**src/mzb_pkg.sv**
```systemverilog
// shared types and constants for the msaa z-buffer fragment block
// no dependencies
package mzb_pkg;
    localparam int ScreenWidth  = 256;
    localparam int ScreenHeight = 256;
    localparam int XW = $clog2(ScreenWidth);
    localparam int YW = $clog2(ScreenHeight);
    localparam int PixCount = ScreenWidth * ScreenHeight;
    localparam int PW = $clog2(PixCount);
    localparam int SampW = PW + 2;

    typedef struct packed {
        logic [7:0]         pixel_x;
        logic [7:0]         pixel_y;
        logic signed [15:0] vert_a_x;
        logic signed [15:0] vert_a_y;
        logic signed [15:0] vert_a_z;
        logic signed [15:0] vert_b_x;
        logic signed [15:0] vert_b_y;
        logic signed [15:0] vert_b_z;
        logic signed [15:0] vert_c_x;
        logic signed [15:0] vert_c_y;
        logic signed [15:0] vert_c_z;
        logic [23:0]        tri_color;
    } frag_in_t;

    typedef struct packed {
        logic [7:0] out_x;
        logic [7:0] out_y;
        logic [9:0] red_sum;
        logic [9:0] green_sum;
        logic [9:0] blue_sum;
        logic [2:0] samples_updated;
    } frag_out_t;

    typedef enum logic [5:0] {
        CMD_NONE   = 6'b000001,
        CMD_CLEAR  = 6'b000010,
        CMD_LOAD   = 6'b000100,
        CMD_SETUP  = 6'b001000,
        CMD_READ   = 6'b010000,
        CMD_SAMPLE = 6'b100000
    } dp_cmd_t;

    typedef struct packed {
        dp_cmd_t    cmd;
        logic [1:0] step;
        logic       div_start;
    } dp_ctl_t;

    typedef struct packed {
        logic reject;
        logic div_done;
        logic any_update;
        logic clear_done;
    } dp_sts_t;
endpackage

```
**src/mzb_ctrl.sv**
```systemverilog
// controller: sequences clearing, load, setup, divide, four sample steps and output
// depends on mzb_pkg
module mzb_ctrl
(
    input  logic             clk,
    input  logic             rst_n,
    input  logic             in_valid,
    output logic             in_stall,
    output logic             out_valid,
    input  logic             out_stall,
    output mzb_pkg::dp_ctl_t ctl,
    input  mzb_pkg::dp_sts_t sts
);
    import mzb_pkg::*;

    typedef enum logic [8:0] {
        S_CLEAR = 9'b000000001,
        S_IDLE  = 9'b000000010,
        S_CHECK = 9'b000000100,
        S_MUL   = 9'b000001000,
        S_SUM   = 9'b000010000,
        S_DIV   = 9'b000100000,
        S_READ  = 9'b001000000,
        S_SAMP  = 9'b010000000,
        S_OUT   = 9'b100000000
    } state_t;

    state_t state_reg, state_next;
    logic [1:0] step_reg, step_next;

    always_comb
    begin
        state_next = state_reg;
        step_next = step_reg;
        ctl.cmd = CMD_NONE;
        ctl.step = step_reg;
        ctl.div_start = 1'b0;
        in_stall = 1'b1;
        out_valid = 1'b0;
        unique case (state_reg)
            S_CLEAR:
            begin
                ctl.cmd = CMD_CLEAR;
                if (sts.clear_done)
                    state_next = S_IDLE;
            end
            S_IDLE:
            begin
                in_stall = 1'b0;
                if (in_valid)
                begin
                    ctl.cmd = CMD_LOAD;
                    state_next = S_CHECK;
                end
            end
            S_CHECK:
            begin
                ctl.cmd = CMD_SETUP;
                ctl.step = 2'd0;
                state_next = sts.reject ? S_IDLE : S_MUL;
            end
            S_MUL:
                state_next = S_SUM;
            S_SUM:
            begin
                ctl.cmd = CMD_SETUP;
                ctl.step = 2'd1;
                state_next = S_DIV;
                step_next = 2'd0;
            end
            S_DIV:
            begin
                if (step_reg == 2'd0)
                begin
                    ctl.div_start = 1'b1;
                    step_next = 2'd1;
                end
                else if (sts.div_done)
                begin
                    step_next = 2'd0;
                    state_next = S_READ;
                end
            end
            S_READ:
            begin
                ctl.cmd = CMD_READ;
                state_next = S_SAMP;
            end
            S_SAMP:
            begin
                ctl.cmd = CMD_SAMPLE;
                step_next = step_reg + 2'd1;
                if (step_reg == 2'd3)
                    state_next = S_OUT;
                else
                    state_next = S_READ;
            end
            S_OUT:
            begin
                if (!sts.any_update)
                    state_next = S_IDLE;
                else
                begin
                    out_valid = 1'b1;
                    if (!out_stall)
                        state_next = S_IDLE;
                end
            end
            default:
                state_next = S_IDLE;
        endcase
    end

    always_ff @(posedge clk or negedge rst_n)
    begin
        if (!rst_n)
        begin
            state_reg <= S_CLEAR;
            step_reg <= 2'd0;
        end
        else
        begin
            state_reg <= state_next;
            step_reg <= step_next;
        end
    end
endmodule

```
**config.mk**
```make
export PLATFORM = sky130hd
export DESIGN_NAME = mzb_ctrl
export DESIGN_NICKNAME = d
export VERILOG_FILES = /design/src/mzb_pkg.sv /design/src/mzb_ctrl.sv
export SDC_FILE = /design/constraint.sdc
export NUM_CORES = 1
export LEC_CHECK = 0
export BUFFER_PORTS_ARGS = -buffer_cell sky130_fd_sc_hd__buf_2
export CAP_MARGIN = 20
export CORE_AREA = 10 10 61 63
export CTS_CLUSTER_DIAMETER = 30
export DETAILED_ROUTE_END_ITERATION = 8
export DIE_AREA = 0 0 71 73
export GPL_ROUTABILITY_DRIVEN = 0
export HOLD_SLACK_MARGIN = 0.03
export SLEW_MARGIN = 10
export SYNTH_ARGS = -nofsm -noshare
export SYNTH_HDL_FRONTEND = slang
export SYNTH_SLANG_ARGS = --single-unit
```
**constraint.sdc**
```tcl
create_clock -name clk -period 2.85 [get_ports clk]
set_input_delay 0.57 -clock clk [delete_from_list [all_inputs] [get_ports clk]]
set_output_delay 0.57 -clock clk [all_outputs]
set_load 0.01 [all_outputs]
```
== After elaboration in Yosys (flattened, before gate mapping) ==
Cells that the tools add are included.

* Add/subtract/negate cells: 1
* Multipliers: 0
* Div/mod/pow operators: 0
* $lt $le $gt $ge: 0
* Equality and inequality tests: 16
* Shifts and indexed selects: 0
* Multiplexer cells: 20
* Bitwise gates (word level): 0
* Reduce and logical (&&, ||, !) cells: 5

{| class="wikitable"
|+ Operator list
! cell !! count
|-
| case mux 9 bit (9 select lines) || 1
|-
| two-way mux 9 bit || 7
|-
| case mux 6 bit (5 select lines) || 1
|-
| == test 9 x 1 -> 1 bit, second input constant || 1
|-
| == test 9 x 2 -> 1 bit, second input constant || 1
|-
| == test 9 x 3 -> 1 bit, second input constant || 1
|-
| == test 9 x 4 -> 1 bit, second input constant || 1
|-
| == test 9 x 5 -> 1 bit, second input constant || 1
|-
| == test 9 x 6 -> 1 bit, second input constant || 1
|-
| == test 9 x 7 -> 1 bit, second input constant || 1
|-
| == test 9 x 8 -> 1 bit, second input constant || 1
|-
| == test 9 bit, second input constant || 1
|-
| != test 2 bit, second input constant || 4
|-
| != test 3 bit, second input constant || 2
|-
| case mux 2 bit (3 select lines) || 1
|-
| two-way mux 1 bit || 5
|-
| AND reduction 5 bit || 1
|-
| two-way mux 2 bit || 2
|-
| two-way mux 4 bit || 1
|-
| case mux 2 bit (2 select lines) || 1
|-
| two-way mux 3 bit || 1
|-
| nonzero test 3 bit || 1
|-
| adder 2 x 1 -> 2 bit, second input constant || 1
|-
| == test 2 bit, second input constant || 1
|-
| 3 further kinds || 3
|}

* Flip-flop bits (word level): 11
* Latch bits: 0
* Bits in writable memories: 0
* Bits in read-only memories: 0
* Bits of input ports: 8
* Output and inout bits: 11
* Word-level logic and storage cells: 44
* Memories: 0

== Logic depth before layout (Yosys ltp) ==
Gate-level depths: netlist of the first run.

* Depth in word-level cells: 3
* Mapped depth: 6
* Depth with buffers taken out: 5

== Least setup slack after synthesis of the first run ==
OpenSTA, ideal clock, no wires.

* Path kind: reg-to-output
* Start: register state_reg[4]
* End: output port ctl[3] in the netlist's numbering
* Arrival time: 1.655 ns
* Data required time: 2.280 ns
* Slack: 0.625 ns
* Cell stages (with the launch flop): 6
* Path buffers: 1
* Cell sequence: dfrtp_1 > buf_6 > nor4_4 > nand2_1 > or4b_1 > a31o_1

{| class="wikitable"
|+ RTL lines
! what !! RTL line !! source
|-
| from (decl) || mzb_ctrl.sv:28 || <nowiki>state_t state_reg, state_next;</nowiki>
|-
| from (signal assigned) || mzb_ctrl.sv:123 || <nowiki>state_reg <= state_next;</nowiki>
|-
| to (decl) || mzb_ctrl.sv:11 || <nowiki>output mzb_pkg::dp_ctl_t ctl,</nowiki>
|}

==> run_results.csv, run 1 <==
group,metric,value,unit
sta,finalSetupTns,0,ps
sta,rsz0062_at_grt,"false",
drt,viasPerCell,5.40,
finish,multiInputGateArea,520,um2
sta,hold_viol,0,
finish,n_antenna_cell,0,
grt,grt_max_degree,14,
power_and_ir_drop,p_total,0.794,mW
finish,final_nets,130,
drt,ant_nets,0,
floorplanning,die_area,5180,um2
sta,setup_viol,0,
drt,first_pass_iters,4,
synthesis,synth_cell_types,41,
sta,fin_crit,2710,ps
clocking,htreeDepth,1,
setup_path,timing.rr.start,"state_reg[1]$_DFFE_PN0P_",
synthesis,yosys_warnings,0,
placed_design,dp.cells,142,
sta,worst_pin_slew,533,ps
synthesis,syn-mean-instance-area,8.71,um2
setup_path,required,2280,ps
synthesis,yosysTopAreaCell,"dfrtp_1",
grt,busiest_layer,"met2",
floorplanning,die_y,73,um
power_and_ir_drop,ir_drop,0.354,mV
status,outcome,"finished clean",
job,drv_cap,0,
sta,finClkSkew,7.34,ps
synthesis,synth_cells,100,
sta,drv_slew,0,
drt,routed_wl,2290,um
synthesis,syn_area,871,um2
setup_path,critPathKind,"flop to output pin",
finish,seq_area,280,um2
drt,vias,810,
power_and_ir_drop,power.density,785,nW/um2
grt,grtUsageMet1,11.5,%
floorplanning,row_count,19,
clocking,clkLatencyLatePin,280,ps
clocking,tritoncts,"done",
setup_path,critPathLaunchType,"flop",
drt,wl_per_cell,15.3,um
sta,relSlewSlack,64.2,%
finish,largest_register_ffs,9,
clocking,cts_max_path_buffers,2,
drt,detail_route.iter0.violations,66,
synthesis,netlist.area_leader.share,28.7,%
clocking,clock-root-buffer,"clkbuf_4",
drt,drc,0,
grt,use_met2,13.4,%
clocking,cts-hold-fix-buffers,0,
grt,grt_pass1_wl,3840,um
synthesis,ys_seq_area_share,31.8,%
floorplanning,start_util,33.3,%
finish,final_cells,150,
setup_path,critPathMaxFanout,9,
grt,globalRoute.totalOverflow,0,
setup_path,r2r-end,"step_reg[1]$_DFFE_PN0P_",
sta,fmax,369,MHz
clocking,clkTransAtPathRegs,80,ps
synthesis,synth.top_cells.by_area,"dfrtp_1, nor4b_1, xor2_1, nor2_1, o21ai_0",
setup_path,crit_path_end_kind,"output pin",
finish,areaGrowthSynthToFinish,16.2,%
floorplanning,die_x,71,um
synthesis,synth_commonest_cells,"dfrtp_1, nor2_1, inv_1, nor4b_1, o21ai_0",
placed_design,place_ws,375,ps
floorplanning,core,2620,um2
clocking,clkSinkCount,11,
finish,drive_gt1_share,27.7,%
sta,period_share,95.0,%
synthesis,synth_most_common_cell,"dfrtp_1",
setup_path,cp.arrival,2140,ps
grt,grt_pass1_vias,791,
grt,grt_usage,9.09,%
power_and_ir_drop,leakage,0.489,nW
synthesis,synth_flop_cell,"dfrtp_1",
placed_design,place_hpwl,1750,um
placed_design,io_buffers,18,
synthesis,synth_edf_count,0,
setup_path,rrSetupSlack,980,ps
synthesis,ys_async_sr_fraction,100,%
floorplanning,io_pins,19,
synthesis,ys_seq_elements,11,
setup_path,rr_worst_depth,4,
min_path,min_path_type,"input pin to asynchronous set/reset pin",
sta,fin_ws,142,ps
synthesis,syn-num-nets,110,
clocking,numCtsBuffers,3,
grt,antenna_found_initial,0,
finish,num-fill-cells,297,
grt,met3_usage,3.27,%
==> critical path, cell delays in order, from the launching register on <==
cell     delay (ps)
dfrtp_2         480
nor4_4          340
nand2_1         140
or4b_1          540
a31o_1          230
buf_2           130
==> worst max path at each step <==
stage | startpoint | to | cells after the start
2_1_floorplan | state_reg[4]$_DFFE_PN0P_ | ctl[3] | 5
3_3_place_gp | state_reg[4]$_DFFE_PN0P_ | ctl[3] | 5
3_5_place_dp | state_reg[4]$_DFFE_PN0P_ | ctl[3] | 5
4_1_cts | state_reg[4]$_DFFE_PN0P_ | ctl[3] | 5
5_1_grt | state_reg[7]$_DFFE_PN0P_ | ctl[3] | 5
6_report | state_reg[5]$_DFFE_PN0P_ | ctl[3] | 5
==> metrics by stage <==
stage	hold slack (ps)	cell area (um2)	util [%]
6_report	154	1010	38.7
5_1_grt	149	1010	38.7
4_1_cts	157	978	37.4
3_5_place_dp	462	952	36.4
3_3_place_gp	459	952	36.4
2_1_floorplan	274	871	-
==> cells by family (layout without fill, tap and decap cells) <==
group	after synthesis	after routing	synth area share [%]
AOI/OAI and AO/OA	22	22	16.7
xor gates and xnor gates	4	4	4.02
adders and majority gates	2	2	2.87
buffers and inverters	14	33	8.48
DFF	11	11	31.8
and+or+nand+nor	47	47	36.2
==> routing by layer <==
layer,up-vias,wire length [um]
met5,-,0
met3,4,149
li1,415,-
met2,18,969
met1,373,1140
met4,0,36
==> cells in the final DEF, fill, tap and decap left out, types with 2 or more instances in the layout <==
| master | Yosys | layout |
|---|---|---|
| a22oi_1 | 2 | 2 |
| nor4_1 | 2 | 2 |
| or4b_1 | 2 | 2 |
| xor2_1 | 4 | 4 |
| a211oi_1 | 3 | 3 |
| dfrtp_1 | 10 | 7 |
| nor3_1 | 3 | 3 |
| nor2_1 | 9 | 9 |
| a31oi_1 | 2 | 2 |
| buf_4 | 1 | 4 |
| nor4b_1 | 7 | 7 |
| o21ai_0 | 6 | 6 |
| inv_1 | 7 | 7 |
| nand3_1 | 4 | 4 |
| dfrtp_2 | 0 | 3 |
| clkbuf_4 | 0 | 3 |
| or3_1 | 2 | 2 |
| a21oi_1 | 2 | 2 |
| nor2b_1 | 3 | 3 |
| buf_2 | 2 | 18 |
| nand2_1 | 4 | 4 |
| ha_1 | 2 | 2 |
==> layout make-up <==
class	count	share of cell area [%]
Clock buffer	4	2.60
Inverter	7	2.60
Multi-Input combinational cell	75	51.4
Sequential cell	11	27.7
Tap cell	31	3.83
Timing Repair Buffer	22	11.9
==> repair_timing <==
| action | in CTS | in global routing |
|---|---|---|
| setup endpoints to repair | 0 | 1 |
| resized for setup | 0 | 3 |
| setup buffers | 0 | 4 |
==> report_power, final <==
| part | total [mW] | switching [mW] | internal, mW |
|---|---|---|---|
| combinational | 0.444 | 0.241 | 0.204 |
| clock | 0.113 | 0.0586 | 0.0543 |
| sequential | 0.237 | 0.0496 | 0.188 |
Power figures use the tool's default switching activity.
==> run 2: changes to the inputs <==
==> constraint.sdc (replaced) <==
create_clock -name clk -period 2.7 [get_ports clk]
set_input_delay 0.54 -clock clk [delete_from_list [all_inputs] [get_ports clk]]
set_output_delay 0.54 -clock clk [all_outputs]
set_load 0.01 [all_outputs]
==> run 2 against run 1 <==
Worst setup slack worse by 24 ps. Sequential cell count is the same. Register-to-register slack worse by 210 ps. Critical endpoint unchanged. Die area unchanged. Non-clock buffer count increased by 2. Via count increased by 4.3%. Combinational power rose by 4.7%. Count of clock-buffer cells in the layout is the same. Sequential power grew 6%.
==> run_results.csv, run 2 (same netlist as run 1, synthesis figures left out) <==
group,metric,value,unit
finish,largest_register_ffs,9,
drt,wl_met1,1090,um
clocking,cts-hold-fix-buffers,0,
clocking,tritoncts,"done",
drt,drc,0,
floorplanning,core,2620,um2
sta,finalSetupTns,0,ps
placed_design,dp.cells,145,
sta,relSlewSlack,61.4,%
placed_design,place_ws,273,ps
clocking,numCtsBuffers,3,
floorplanning,row_count,19,
drt,routed_wl,2280,um
grt,globalRoute.totalOverflow,0,
setup_path,critPathLaunchType,"flop",
placed_design,place_hpwl,1800,um
finish,final_nets,132,
finish,n_antenna_cell,0,
floorplanning,die_y,73,um
clocking,clkLatencyLatePin,280,ps
grt,grt_usage,8.79,%
grt,grt_pass1_wl,3710,um
sta,fin_ws,118,ps
clocking,clkTransAtPathRegs,70,ps
finish,final_cells,152,
drt,vias,845,
grt,grt_max_degree,12,
floorplanning,die_area,5180,um2
sta,hold_viol,0,
drt,met3_length,167,um
finish,final_common_cell,"buf_2",
sta,worst_pin_slew,574,ps
finish,final_cell_mix,"buf_2, nor2_1, dfrtp_1, inv_1, nor4b_1",
clocking,htreeDepth,1,
finish,areaGrowthSynthToFinish,19.5,%
sta,drv_slew,0,
grt,antenna_found_initial,0,
drt,first_pass_iters,4,
drt,top_layer_used,"met4",
floorplanning,start_util,33.3,%
min_path,min_path_type,"input pin to asynchronous set/reset pin",
placed_design,io_buffers,18,
sta,fmax,387,MHz
power_and_ir_drop,ir_drop,0.385,mV
sta,finClkSkew,5.21,ps
drt,wl_per_cell,15.0,um
sta,rsz0062_at_grt,"false",
setup_path,rr_worst_depth,4,
sta,period_share,95.6,%
grt,grt_pass1_vias,773,
setup_path,critPathKind,"flop to output pin",
sta,fin_crit,2580,ps
drt,route.met2.wl,998,um
setup_path,cp.arrival,2040,ps
floorplanning,io_pins,19,
sta,setup_viol,0,
floorplanning,die_x,71,um
setup_path,crit_path_end_kind,"output pin",
setup_path,critPathMaxFanout,10,
status,outcome,"finished clean",
setup_path,required,2160,ps
power_and_ir_drop,power.density,800,nW/um2
drt,viasPerCell,5.56,
power_and_ir_drop,leakage,0.505,nW
finish,drive_gt1_share,28.9,%
drt,detail_route.iter0.violations,48,
clocking,clkSinkCount,11,
drt,ant_nets,0,
clocking,cts_max_path_buffers,2,
sta,timing.hold.ws,126,ps
job,drv_cap,0,
clocking,clock-root-buffer,"clkbuf_4",
-- run 2: area by class of cell --
class                           instances  area (um2)
Timing Repair Buffer                   24         135
Inverter                                7        26.3
Fill cell                             284        1570
Multi-Input combinational cell         75         536
Tap cell                               31        38.8
Sequential cell                        11         279
Clock buffer                            4        26.3
-- run 2: timing repair --
action | in CTS | in global routing
gates resized for setup | 0 | 4
endpoints found under the setup margin | 1 | 1
pin swaps | 1 | 0
buffers inserted | 1 | 2
-- run 2: metrics by stage --
stage               total power [mW]  area (um2)  utilization (%)
floorplan                      0.574         871                -
global placement               0.686         975             37.3
detailed placement             0.692         975             37.3
CTS                            0.823        1010             38.6
global route                   0.909        1040             39.8
finish                         0.832        1040             39.8
-- run 2: worst max-delay path, stage by stage, from the launching register on --
cell and delay (ps):
dfrtp_2 490, nor4_4 260, nand2_1 120, or4b_1 530, a31o_1 230, buf_2 130
-- run 2: power breakdown --
group          total (mW)  switching [mW]  internal [mW]
clock network       0.117          0.0597         0.0574
registers           0.251          0.0540          0.197
logic               0.465           0.257          0.208
total               0.832           0.371          0.462
-- run 2: path summary, 6_finish.rpt --
path,from,end,slack (ps)
max in group asynchronous,rst_n,state_reg[0]$_DFFE_PN1P_,2300
min,rst_n,state_reg[1]$_DFFE_PN0P_,130
max reg2reg,state_reg[1]$_DFFE_PN0P_,step_reg[1]$_DFFE_PN0P_,770
min reg2reg,step_reg[1]$_DFFE_PN0P_,step_reg[1]$_DFFE_PN0P_,590
min in group clk,sts[0],state_reg[0]$_DFFE_PN1P_,390
max,state_reg[3]$_DFFE_PN0P_,ctl[3],120
-- run 2: per-layer routing --
| metal | vias to the layer above | track usage, % |
|---|---|---|
| li1 | 414 | - |
| met1 | 404 | 11.1 |
| met2 | 23 | 13.1 |
| met3 | 4 | 3.54 |
| met4 | 0 | 3.23 |
| met5 | - | 0 |
==> run 3: changes to the inputs <==
--- a/config.mk
+++ b/config.mk
@@ -13,6 +13,7 @@
 export DIE_AREA = 0 0 71 73
 export GPL_ROUTABILITY_DRIVEN = 0
 export HOLD_SLACK_MARGIN = 0.03
+export MAX_ROUTING_LAYER = met4
 export SLEW_MARGIN = 10
 export SYNTH_ARGS = -nofsm -noshare
 export SYNTH_HDL_FRONTEND = slang
==> run 3 against run 2 <==
Largest power group unchanged. Power shrank 0.42%. Routed wire length down 0.70%. Final area is the same. Combinational power barely moved. Critical path type unchanged. Global-route usage is 0.25 points higher. Die area unchanged. Sequential share of layout area unchanged. Utilization stayed put. Register-to-register slack better by 20 ps. Sequential cell count unchanged.
==> run_results.csv, run 3 (same netlist as run 1, synthesis figures left out) <==
group,metric,value,unit
status,outcome,"finished clean",
clocking,clock-root-buffer,"clkbuf_4",
power_and_ir_drop,sw_frac_of_total,44.3,%
power_and_ir_drop,p_int,0.462,mW
floorplanning,die_area,5180,um2
drt,ant_nets,0,
floorplanning,start_util,33.3,%
sta,fin_crit,2580,ps
clocking,htreeDepth,1,
sta,finClkSkew,4.51,ps
drt,viasPerCell,5.49,
power_and_ir_drop,power.density,796,nW/um2
clocking,tritoncts,"done",
power_and_ir_drop,pwr-share-seq,30.2,%
clocking,clkLatencyLatePin,270,ps
power_and_ir_drop,p_clk_share,13.9,%
sta,setup_viol,0,
floorplanning,core,2620,um2
finish,n_antenna_cell,0,
finish,final_common_cell,"buf_2",
drt,wl_per_cell,14.9,um
placed_design,io_buffers,18,
sta,drv_slew,0,
sta,relSlewSlack,61.1,%
sta,fmax,388,MHz
grt,grt_usage,9.03,%
placed_design,place_hpwl,1800,um
sta,rsz0062_at_grt,"false",
finish,drive_gt1_share,28.9,%
setup_path,crit_buf_inv,1,
clocking,numCtsBuffers,3,
power_and_ir_drop,ir_drop,0.383,mV
clocking,clkSinkCount,11,
grt,globalRoute.totalOverflow,0,
power_and_ir_drop,leakage,0.505,nW
job,drv_cap,0,
clocking,cts_max_path_buffers,2,
placed_design,dp.cells,145,
floorplanning,io_pins,19,
drt,routed_wl,2270,um
sta,period_share,95.6,%
setup_path,required,2160,ps
floorplanning,die_x,71,um
power_and_ir_drop,p_comb_share,55.9,%
floorplanning,die_y,73,um
finish,largest_register_ffs,9,
setup_path,critPathLaunchType,"flop",
placed_design,placed_area,975,um2
setup_path,slowest_stage,"or4b_1",
power_and_ir_drop,netSwitchingPower,0.367,mW
drt,vias,835,
setup_path,cp.arrival,2040,ps
grt,grt_pass1_wl,3710,um
finish,multiInputGateArea,536,um2
drt,detail_route.iter0.violations,47,
drt,drc,0,
setup_path,crit_path_cell_trace,"nor4_4 > nand2_1 > or4b_1 > a31o_1 > buf_2",
finish,final_cells,152,
clocking,clkTransAtPathRegs,70,ps
setup_path,critPathTopFamily,"simple AND/OR/NAND/NOR gates",
finish,num-fill-cells,284,
setup_path,critPathMaxFanout,10,
finish,utilization,39.8,%
sta,worst_pin_slew,579,ps
floorplanning,row_count,19,
drt,first_pass_iters,4,
finish,seq_area,279,um2
sta,hold_viol,0,
finish,areaGrowthSynthToFinish,19.5,%
min_path,min_path_type,"input pin to asynchronous set/reset pin",
setup_path,critPathKind,"flop to output pin",
grt,antenna_found_initial,0,
finish,final_nets,132,
setup_path,crit_path_end_kind,"output pin",
finish,final_cell_mix,"buf_2, nor2_1, dfrtp_1, inv_1, nor4b_1",
finish,final_area,1040,um2
grt,grt_pass1_vias,777,
power_and_ir_drop,p_total,0.829,mW
setup_path,slowest_delay,530,ps
grt,grt_max_degree,12,
sta,finalSetupTns,0,ps
## run 3: cell counts in the layout (fill, tap and decap cells not counted)
No cell type changed its count.
## run 3: power by group through the flow
stage | Sequential [mW] | Combinational, mW | Clock, mW
after floorplan | 0.218 | 0.356 | 0
after CTS | 0.249 | 0.452 | 0.122
after global routing | 0.257 | 0.519 | 0.132
after global placement | 0.252 | 0.433 | 0
final | 0.250 | 0.463 | 0.115
after detailed placement | 0.252 | 0.439 | 0
## run 3: layout make-up
type	instances	area share (%)
multi-input cells	75	51.4
flip-flops and latches	11	26.8
repair buffers	24	13.0
well taps	31	3.73
clock buffers	4	2.52
inverters	7	2.52
## run 3: what timing repair did
item                                    CTS  global route
setup buffers                             1             2
pin swaps                                 1             0
resized for setup                         0             4
endpoints found under the setup margin    1             1
hold buffers                              0             0
## run 3: through the flow
stage / hold WS [ps] / setup slack, ps
final: 130 / 119
after global routing: 125 / 4.35
after CTS: 131 / 20.3
after detailed placement: 435 / 273
after global placement: 429 / 358
after floorplan: 244 / 505
## run 3: path summary, 6_finish.rpt
path | cells after the start | slack (ps) | end | from
worst max-delay path | 5 | 120 | ctl[3] | state_reg[3]$_DFFE_PN0P_
worst min-delay path | 1 | 130 | state_reg[1]$_DFFE_PN0P_ | rst_n
worst max register to register | 4 | 790 | step_reg[1]$_DFFE_PN0P_ | state_reg[1]$_DFFE_PN0P_
worst min register to register | 2 | 590 | step_reg[1]$_DFFE_PN0P_ | step_reg[1]$_DFFE_PN0P_
max in group asynchronous | 1 | 2300 | state_reg[0]$_DFFE_PN1P_ | rst_n
min in group clk | 2 | 390 | state_reg[0]$_DFFE_PN1P_ | sts[0]
## run 3: routing by layer
metal  vias to the layer above  global-route usage [%]  wire [um]
li1                        412                       -          -
met1                       396                    11.2       1090
met2                        25                    13.1        994
met3                         2                    3.27        154
met4                         0                    3.23         27
met5                         -                       -          0
## run 3: worst register-to-register path, cell delays in order, from the launching register on
cell	delay, ps
dfrtp_1	470
or3_1	510
or4_1	440
a211oi_1	280
o21ai_1	90
